### src/rtl/frame_width_packer_rx_top_defines.svh
// Assertion macros for the frame width packer receive block.
// Used by the top level only; the macros sample on clk and are disabled in rst.
`ifndef FRAME_WIDTH_PACKER_RX_TOP_DEFINES_SVH
`define FRAME_WIDTH_PACKER_RX_TOP_DEFINES_SVH

// The consequent must hold in the same cycle as the antecedent.
`define FWP_ASSERT_SAME(lbl, ante, cons, msg) \
  lbl: assert property (@(posedge clk) disable iff (rst) (ante) |-> (cons)) else $error(msg);

// The consequent must hold in the cycle after the antecedent.
`define FWP_ASSERT_NEXT(lbl, ante, cons, msg) \
  lbl: assert property (@(posedge clk) disable iff (rst) (ante) |=> (cons)) else $error(msg);

`endif

### src/rtl/fwp_pkg.sv
// Shared types and constants of the frame width packer receive block.
// No dependencies; every other file of the block but the assertion macro header refers to it by scoped names.
`timescale 1ns / 1ps

package fwp_pkg;

  localparam int unsigned MAX_WORDS = 4096;
  localparam int unsigned WC_W      = 13;
  localparam int unsigned IDX_W     = 12;
  localparam int unsigned VC_W      = 4;
  localparam int unsigned Q_DEPTH   = 4;
  localparam int unsigned Q_PTR_W   = 2;
  localparam int unsigned Q_CNT_W   = 3;

  // Configuration register indexes.
  localparam logic REG_LITTLE_ENDIAN = 1'b0;
  localparam logic REG_LANE_WIDTH    = 1'b1;

  // Result kinds.
  localparam logic KIND_WORD    = 1'b0;
  localparam logic KIND_SUMMARY = 1'b1;

  typedef enum logic [1:0] {
    LANE_8  = 2'd0,
    LANE_16 = 2'd1,
    LANE_32 = 2'd2,
    LANE_64 = 2'd3
  } lane_t;

  // Everything one beat produces: up to two words and an optional summary.
  typedef struct packed {
    logic [1:0]       n_words;
    logic             summary;
    logic [31:0]      word0;
    logic [31:0]      word1;
    logic [IDX_W-1:0] index0;
    logic [VC_W-1:0]  vc;
    logic [WC_W-1:0]  words;
    logic             error;
  } fwp_rec_t;

  typedef struct packed {
    logic               empty;
    logic               full;
    logic [Q_CNT_W-1:0] count;
  } fwp_qstat_t;

endpackage

### src/rtl/fwp_front.sv
// Front part: configuration registers, frame tracking and lane packing.
// Turns each accepted beat that completes a word or ends a frame into one record for the queue. Depends on fwp_pkg.
`timescale 1ns / 1ps

module fwp_front (
  input  logic                     clk,
  input  logic                     rst,
  input  logic                     cfg_we,
  input  logic                     cfg_index,
  input  logic [1:0]               cfg_data,
  input  logic                     accept,
  input  logic [fwp_pkg::VC_W-1:0] vc,
  input  logic                     sof,
  input  logic                     eof,
  input  logic                     eofe,
  input  logic [31:0]              data_high,
  input  logic [31:0]              data_low,
  output logic                     push,
  output fwp_pkg::fwp_rec_t        rec
);

  logic                       little_endian;
  fwp_pkg::lane_t             lane_width;
  logic                       in_frame;
  logic [fwp_pkg::VC_W-1:0]   frame_channel;
  logic                       bad_frame;
  logic [fwp_pkg::WC_W-1:0]   word_count;
  logic [1:0]                 beat_count;
  logic [31:0]                partial_word;

  logic [fwp_pkg::VC_W-1:0]   frame_channel_next;
  logic                       bad_frame_next;
  logic [fwp_pkg::WC_W-1:0]   word_count_next;
  logic [1:0]                 beat_count_next;
  logic [31:0]                partial_word_next;

  always_ff @(posedge clk) begin
    if (rst) begin
      little_endian <= 1'b0;
      lane_width    <= fwp_pkg::LANE_32;
    end else if (cfg_we) begin
      case (cfg_index)
        fwp_pkg::REG_LITTLE_ENDIAN: little_endian <= cfg_data[0];
        fwp_pkg::REG_LANE_WIDTH:    lane_width    <= fwp_pkg::lane_t'(cfg_data);
        default: ;
      endcase
    end
  end

  always_comb begin
    logic [fwp_pkg::WC_W-1:0] wc0;
    logic [fwp_pkg::WC_W-1:0] wca;
    logic [31:0]              pw0;
    logic [31:0]              b;
    logic [1:0]               ph;
    logic [1:0]               byte_sh;
    logic                     want0;
    logic                     want1;
    logic                     took0;
    logic                     took1;
    logic                     partial_left;

    if (in_frame) begin
      wc0                = word_count;
      ph                 = beat_count;
      pw0                = partial_word;
      bad_frame_next     = bad_frame;
      frame_channel_next = frame_channel;
    end else begin
      wc0                = '0;
      ph                 = '0;
      pw0                = '0;
      bad_frame_next     = ~sof;
      frame_channel_next = vc;
    end
    if (vc != frame_channel_next) begin
      bad_frame_next = 1'b1;
    end

    want0             = 1'b0;
    want1             = 1'b0;
    partial_word_next = pw0;
    rec.word0         = data_low;
    rec.word1         = data_high;
    byte_sh           = little_endian ? ph : ~ph;
    b                 = {24'h0, data_low[7:0]} << {byte_sh, 3'b000};

    case (lane_width)
      fwp_pkg::LANE_64: begin
        want0 = 1'b1;
        want1 = 1'b1;
      end
      fwp_pkg::LANE_32: begin
        want0 = 1'b1;
      end
      fwp_pkg::LANE_16: begin
        if (!ph[0]) begin
          partial_word_next = little_endian ? {16'h0, data_low[15:0]}
                                            : {data_low[15:0], 16'h0};
        end else begin
          partial_word_next = pw0 | (little_endian ? {data_low[15:0], 16'h0}
                                                   : {16'h0, data_low[15:0]});
          want0     = 1'b1;
          rec.word0 = partial_word_next;
        end
      end
      fwp_pkg::LANE_8: begin
        partial_word_next = (ph == 2'd0) ? b : (pw0 | b);
        if (ph == 2'd3) begin
          want0     = 1'b1;
          rec.word0 = partial_word_next;
        end
      end
      default: ;
    endcase

    // A word that finds the store full is dropped and spoils the frame.
    took0 = want0 && (wc0 < fwp_pkg::WC_W'(fwp_pkg::MAX_WORDS));
    wca   = wc0 + fwp_pkg::WC_W'(took0);
    took1 = want1 && (wca < fwp_pkg::WC_W'(fwp_pkg::MAX_WORDS));
    if ((want0 && !took0) || (want1 && !took1)) begin
      bad_frame_next = 1'b1;
    end
    word_count_next = wca + fwp_pkg::WC_W'(took1);
    beat_count_next = ph + 2'd1;

    case (lane_width)
      fwp_pkg::LANE_8:  partial_left = (beat_count_next != 2'd0);
      fwp_pkg::LANE_16: partial_left = beat_count_next[0];
      default:          partial_left = 1'b0;
    endcase

    rec.n_words = {1'b0, took0} + {1'b0, took1};
    rec.summary = eof;
    rec.index0  = wc0[fwp_pkg::IDX_W-1:0];
    rec.vc      = frame_channel_next;
    rec.words   = word_count_next;
    rec.error   = eofe | bad_frame_next | partial_left;
    push        = accept && (took0 || eof);
  end

  always_ff @(posedge clk) begin
    if (rst) begin
      in_frame      <= 1'b0;
      frame_channel <= '0;
      bad_frame     <= 1'b0;
      word_count    <= '0;
      beat_count    <= '0;
      partial_word  <= '0;
    end else if (accept) begin
      in_frame      <= ~eof;
      frame_channel <= frame_channel_next;
      bad_frame     <= bad_frame_next;
      word_count    <= word_count_next;
      beat_count    <= beat_count_next;
      partial_word  <= partial_word_next;
    end
  end

endmodule

### src/rtl/fwp_queue.sv
// Short record queue between the front and back parts of the packer.
// Register storage, one push and one pop per cycle. Depends on fwp_pkg.
`timescale 1ns / 1ps

module fwp_queue (
  input  logic                clk,
  input  logic                rst,
  input  logic                push,
  input  fwp_pkg::fwp_rec_t   push_rec,
  input  logic                pop,
  output fwp_pkg::fwp_rec_t   head,
  output fwp_pkg::fwp_qstat_t status
);

  fwp_pkg::fwp_rec_t                store [fwp_pkg::Q_DEPTH];
  logic [fwp_pkg::Q_PTR_W-1:0]      wr_ptr;
  logic [fwp_pkg::Q_PTR_W-1:0]      rd_ptr;
  logic [fwp_pkg::Q_CNT_W-1:0]      count;

  always_ff @(posedge clk) begin
    if (push) begin
      store[wr_ptr] <= push_rec;
    end
  end

  always_ff @(posedge clk) begin
    if (rst) begin
      wr_ptr <= '0;
      rd_ptr <= '0;
      count  <= '0;
    end else begin
      if (push) begin
        wr_ptr <= wr_ptr + 1'b1;
      end
      if (pop) begin
        rd_ptr <= rd_ptr + 1'b1;
      end
      count <= count + fwp_pkg::Q_CNT_W'(push) - fwp_pkg::Q_CNT_W'(pop);
    end
  end

  assign head         = store[rd_ptr];
  assign status.empty = (count == '0);
  assign status.full  = (count == fwp_pkg::Q_CNT_W'(fwp_pkg::Q_DEPTH));
  assign status.count = count;

endmodule

### src/rtl/fwp_back.sv
// Back part: walks the head record and presents its words, then its summary,
// one item per cycle while out_stall is low. Depends on fwp_pkg.
`timescale 1ns / 1ps

module fwp_back (
  input  logic                       clk,
  input  logic                       rst,
  input  fwp_pkg::fwp_rec_t          head,
  input  logic                       empty,
  output logic                       pop,
  output logic                       out_valid,
  input  logic                       out_stall,
  output logic                       result_kind,
  output logic [31:0]                word_data,
  output logic [fwp_pkg::IDX_W-1:0]  word_index,
  output logic [fwp_pkg::VC_W-1:0]   frame_vc,
  output logic [fwp_pkg::WC_W-1:0]   frame_words,
  output logic                       frame_error,
  output logic                       last
);

  logic [1:0] sel;
  logic [1:0] sel_next;
  logic [1:0] n_results;
  logic       is_word;
  logic       taken;

  assign n_results = head.n_words + {1'b0, head.summary};
  assign is_word   = (sel < head.n_words);
  assign out_valid = ~empty;
  assign taken     = out_valid && !out_stall;
  assign last      = (sel == n_results - 2'd1);
  assign pop       = taken && last;
  assign sel_next  = pop ? 2'd0 : (sel + 2'd1);

  always_comb begin
    frame_vc = head.vc;
    if (is_word) begin
      result_kind = fwp_pkg::KIND_WORD;
      word_data   = sel[0] ? head.word1 : head.word0;
      word_index  = head.index0 + fwp_pkg::IDX_W'(sel[0]);
      frame_words = '0;
      frame_error = 1'b0;
    end else begin
      result_kind = fwp_pkg::KIND_SUMMARY;
      word_data   = '0;
      word_index  = '0;
      frame_words = head.words;
      frame_error = head.error;
    end
  end

  always_ff @(posedge clk) begin
    if (rst) begin
      sel <= '0;
    end else if (taken) begin
      sel <= sel_next;
    end
  end

endmodule

### src/rtl/frame_width_packer_rx_top.sv
// Frame width packer, receive side: packs 8/16/32/64-bit lane beats into 32-bit words.
// Each record pushed by an accepted beat is registered in the queue and shows its results at the head.
// The input takes one beat per cycle while the queue is not full; the output port moves one result
// per cycle while out_stall is low, so a beat with two or three results leaves the queue after its last.
// The four-entry record queue sets how long the input can run ahead of the output.
// Synchronous reset clears frame state and the queue; config resets to big endian, 32-bit.
`timescale 1ns / 1ps
`include "frame_width_packer_rx_top_defines.svh"

module frame_width_packer_rx_top (
  input  logic                       clk,
  input  logic                       rst,
  input  logic                       cfg_we,
  input  logic                       cfg_index,
  input  logic [1:0]                 cfg_data,
  input  logic                       in_valid,
  output logic                       in_stall,
  input  logic [fwp_pkg::VC_W-1:0]   vc,
  input  logic                       sof,
  input  logic                       eof,
  input  logic                       eofe,
  input  logic [31:0]                data_high,
  input  logic [31:0]                data_low,
  output logic                       out_valid,
  input  logic                       out_stall,
  output logic                       result_kind,
  output logic [31:0]                word_data,
  output logic [fwp_pkg::IDX_W-1:0]  word_index,
  output logic [fwp_pkg::VC_W-1:0]   frame_vc,
  output logic [fwp_pkg::WC_W-1:0]   frame_words,
  output logic                       frame_error,
  output logic                       last
);

  fwp_pkg::fwp_rec_t   rec;
  fwp_pkg::fwp_rec_t   head;
  fwp_pkg::fwp_qstat_t qstat;
  logic                push;
  logic                pop;
  logic                accept;

  assign in_stall = qstat.full;
  assign accept   = in_valid && !in_stall;

  fwp_front u_front (
    .clk       (clk),
    .rst       (rst),
    .cfg_we    (cfg_we),
    .cfg_index (cfg_index),
    .cfg_data  (cfg_data),
    .accept    (accept),
    .vc        (vc),
    .sof       (sof),
    .eof       (eof),
    .eofe      (eofe),
    .data_high (data_high),
    .data_low  (data_low),
    .push      (push),
    .rec       (rec)
  );

  fwp_queue u_queue (
    .clk      (clk),
    .rst      (rst),
    .push     (push),
    .push_rec (rec),
    .pop      (pop),
    .head     (head),
    .status   (qstat)
  );

  fwp_back u_back (
    .clk         (clk),
    .rst         (rst),
    .head        (head),
    .empty       (qstat.empty),
    .pop         (pop),
    .out_valid   (out_valid),
    .out_stall   (out_stall),
    .result_kind (result_kind),
    .word_data   (word_data),
    .word_index  (word_index),
    .frame_vc    (frame_vc),
    .frame_words (frame_words),
    .frame_error (frame_error),
    .last        (last)
  );

  // The queue count never goes past its depth.
  `FWP_ASSERT_SAME(a_queue_bound, 1'b1, qstat.count <= fwp_pkg::Q_CNT_W'(fwp_pkg::Q_DEPTH), "queue count past depth")
  // A frame summary always closes the results of its beat.
  `FWP_ASSERT_SAME(a_summary_last, out_valid && result_kind == fwp_pkg::KIND_SUMMARY, last, "summary not marked last")
  // A taken result that is not the last of its beat is followed by another one.
  `FWP_ASSERT_NEXT(a_more_follow, out_valid && !out_stall && !last, out_valid, "missing result after non-last item")

endmodule
### config.mk
export PLATFORM = sky130hd
export DESIGN_NAME = frame_width_packer_rx_top
export DESIGN_NICKNAME = d
export VERILOG_FILES = /design/src/rtl/fwp_pkg.sv /design/src/rtl/fwp_front.sv /design/src/rtl/fwp_queue.sv /design/src/rtl/fwp_back.sv /design/src/rtl/frame_width_packer_rx_top.sv
export VERILOG_INCLUDE_DIRS = /design/src /design/src/rtl
export SDC_FILE = /design/constraint.sdc
export NUM_CORES = 1
export LEC_CHECK = 0
export ABC_CLOCK_PERIOD_IN_PS = 5300
export BUFFER_PORTS_ARGS = -buffer_cell sky130_fd_sc_hd__buf_2
export CORE_ASPECT_RATIO = 0.6
export CORE_UTILIZATION = 30
export CTS_CLUSTER_DIAMETER = 60
export DETAILED_ROUTE_END_ITERATION = 16
export PLACE_DENSITY_LB_ADDON = 0.05
export SLEW_MARGIN = 20
export SYNTH_ARGS = -nofsm -noshare
export SYNTH_HDL_FRONTEND = slang
export SYNTH_SLANG_ARGS = --single-unit
export TNS_END_PERCENT = 5
### constraint.sdc
create_clock -name clk -period 5.3 [get_ports clk]
set_input_delay 0 -clock clk [delete_from_list [all_inputs] [get_ports clk]]
set_output_delay 0 -clock clk [all_outputs]
set_load 0.005 [all_outputs]
==> run_results.csv <==
group,metric,value,unit
status,status,"finished, final reports clean",
floorplanning,die-height,205,um
cts,clock_path_buffers,3,
power_and_ir_drop,powerDensity,419,nW/um^2
logic_synthesis,yosysSeqAreaShare,63.1,%
floorplanning,io_pins,145,
critical_path,cp.required,5.65,ns
floorplanning,fp.dieW,340,um
min_path,whs_path_depth,5,
logic_synthesis,netlist_area,20600,um^2
sta,fin_crit,4.82,ns
logic_synthesis,syn-num-nets,1552,
logic_synthesis,yosysTopAreaCell,"edfxtp_1",
global_routing,grt.met2_usage,24.1,%
cells_and_area,num-nets-final,1735,
critical_path,worst_setup_path_end_kind,"flop",
routing,drc_errors,0,
cells_and_area,drive_above_1_share,23.0,%
global_routing,antenna_found_initial,6,
global_routing,track_usage,16.9,%
cts,cts_setup_buffers,0,
floorplanning,start_util,30.7,%
logic_synthesis,ys_top_cells_by_area,"edfxtp_1 (57%), mux4_2 (11%), dfxtp_1 (6.5%)",
min_path,hp-class,"in -> reg",
global_routing,grt_util_met3,3.13,%
placement,dpl.cell_count,2419,
sta,fmax,207,MHz
placement,gp_congestion,0.788,
cts,clk_latency,0.58,ns
cells_and_area,synthToLayoutAreaGrowth,19.5,%
global_routing,met1_usage,26.0,%
global_routing,overflow,0,
cells_and_area,fin_cells,2581,
global_routing,grt_busiest_layer,"met1",
power_and_ir_drop,peakVddDrop,0.207,mV
routing,routed_wl,59.2,mm
critical_path,cp.arrival,5.17,ns
routing,drt_iter0_drc,954,
logic_synthesis,synthFlopType,"edfxtp_1",
logic_synthesis,yosysWarnings,0,
placement,post-dp-hpwl,36.6,mm
sta,max_slew_margin,28.8,%
sta,fin_setup_tns,0,ns
critical_path,start_kind,"flop",
logic_synthesis,syn_inst,1456,
global_routing,grt_first_pass_wirelength,87.7,mm
logic_synthesis,ys_ff_latch,455,
sta,setup_violations,0,
cells_and_area,num-fill-cells,6447,
logic_synthesis,synth_top_area_share,56.6,%
placement,portBuffers,144,
sta,slew_violations,0,
sta,worst_pin_slew,1.04,ns
global_routing,grt_pass1_vias,13100,
sta,clock_skew,0.0220,ns
routing,wl_per_cell,22.9,um
sta,finalCritPeriodShare,91.0,%
routing,ant_nets,0,
logic_synthesis,synth_edf_count,388,
job,drv_cap,0,
power_and_ir_drop,p_leak,0.00812,uW
floorplanning,die-area,69700,um^2
sta,rsz0062_at_grt,"no",
critical_path,r2r_cells,19,
cts,root_buffer,"clkbuf_16",
routing,dr.pass1.iters,7,
logic_synthesis,async_flop_share,0,%
routing,dr_total_vias,13000,
cts,numClockSinks,455,
cts,cts_buffers,48,
floorplanning,rows,73,
cts,cts_tree,"built",
cts,h-tree-depth,2,
cells_and_area,register_area,13000,um^2
floorplanning,core-area,67000,um^2
logic_synthesis,syn_area_per_cell,14.1,um^2
cells_and_area,multiInputGateArea,7060,um^2
global_routing,grt_max_degree,84,
cts,path_clk_slew,0.06,ns
logic_synthesis,synth_cell_types,74,
critical_path,path_class,"reg -> reg",
routing,via_per_inst,5.04,
sta,final_hold_viol_count,0,
critical_path,path_max_fanout,11,
[layer usage]
| layer | vias to the layer above | wire, um | share of wire, % |
|---|---|---|---|
| met4 | 2 | 1030 | 1.7 |
| met2 | 273 | 24900 | 42 |
| met3 | 72 | 2930 | 4.9 |
| met1 | 6647 | 30300 | 51 |
| met5 | - | 13 | 0.022 |
| li1 | 6022 | - | - |
[cell families (layout without fill, tap and decap cells)]
group | count (synthesis) | in the layout | share of synthesized area (%)
AND/OR/NAND/NOR | 337 | 337 | 8.04
XOR/XNOR | 42 | 42 | 1.82
flip-flops | 455 | 455 | 63.1
adder cells (fa/ha/maj) | 17 | 17 | 1.07
AO/OA/AOI/OAI | 328 | 328 | 10.4
other | 0 | 5 | 0
multiplexers | 140 | 140 | 12.7
buffers and inverters | 137 | 357 | 2.84
[critical path: stages (launching register included)]
cell and delay (ns):
dfxtp_1 0.44, and2_2 0.22, ha_1 0.18, nor2_1 0.06, a21oi_1 0.13, a2bb2oi_1 0.16, buf_4 0.15, ha_1 0.29
ha_1 0.19, buf_4 0.19, nand3_4 0.12, nor4_2 0.43, xor2_1 0.18, a21oi_1 0.24, ha_1 0.21, nand3_1 0.09
a211o_1 0.32, nor3_1 0.56, nor2_1 0.11, xnor2_1 0.32
[through the flow]
stage | util, % | total power [uW] | cell area (um^2) | worst slack (ns) | hold WS (ns)
4_1_cts | 36.7 | 10500 | 24600 | 0.506 | 0.0164
5_1_grt | 36.7 | 10900 | 24600 | 0.0520 | 0.0683
3_3_place_gp | 33.2 | 6960 | 22300 | 0.670 | 0.219
2_1_floorplan | - | 5970 | 20600 | 0.0602 | 0.0961
3_5_place_dp | 33.2 | 6960 | 22300 | 0.546 | 0.221
6_report | 36.7 | 10300 | 24600 | 0.479 | 0.0789
[final cells by class]
class                      instances  area share (%)
antenna                            5          0.0508
clock buffer                      65            5.59
clock inverter                    22           0.991
inverter                          24           0.366
multi-input combinational        864            28.7
sequential                       455            52.8
tap                              900            4.57
timing repair buffer             246            6.95
[repair_timing]
item | in CTS | in global routing
hold buffers | 70 | 0
gates resized for setup | 0 | 1
endpoints found under the hold margin | 255 | 0
setup endpoints to repair | 0 | 4
[synthesized netlist by cell type, drive strengths merged (7+ instances only)]
master	instances
nand3	17
xnor2	25
clkbuf	65
edfxtp	388
a211oi	7
a22oi	93
o211ai	16
a22o	16
buf	48
xor2	17
dfxtp	67
nand2	82
and2	34
mux2i	38
o21ai	74
mux4	97
a21oi	72
o22ai	25
ha	16
nor2b	16
inv	24
nor2	136
[flip-flops by register name, summed over array words and instances, names as in the netlist, named ones only]
signal	flops
u_back.sel	2
u_front.bad_frame	1
u_front.beat_count	2
u_front.frame_channel	4
u_front.in_frame	1
u_front.lane_width	2
u_front.little_endian	1
u_front.partial_word	32
u_front.word_count	13
u_queue.count	3
u_queue.rd_ptr	2
u_queue.store	388
u_queue.wr_ptr	2
[cells in the final DEF, fill, tap and decap left out, drive strengths merged, types with 34 or more instances in the layout]
master       count
a21oi           72
a22oi           93
and2            34
buf            176
clkbuf          65
dfxtp           67
dlygate4sd3     70
edfxtp         388
mux2i           38
mux4            97
nand2           82
nor2           136
o21ai           74
[power by group]
group          switching (uW)  total, uW  leakage (uW)  internal (uW)
registers                 118       4410       0.00415           4290
logic                    1400       2420       0.00318           1010
clock network            1440       3500      0.000789           2060
[path summary, 6_finish.rpt]
| check | end | from | slack (ns) |
|---|---|---|---|
| min reg2reg | u_front.word_count[0] | u_front.word_count[0] | 0.45 |
| max | u_queue.store[0][9] | u_front.beat_count[0] | 0.48 |
| min | u_front.partial_word[22] | data_low[6] | 0.08 |
| max reg2reg | u_queue.store[0][9] | u_front.beat_count[0] | 0.48 |
Power figures use the tool's default switching activity.
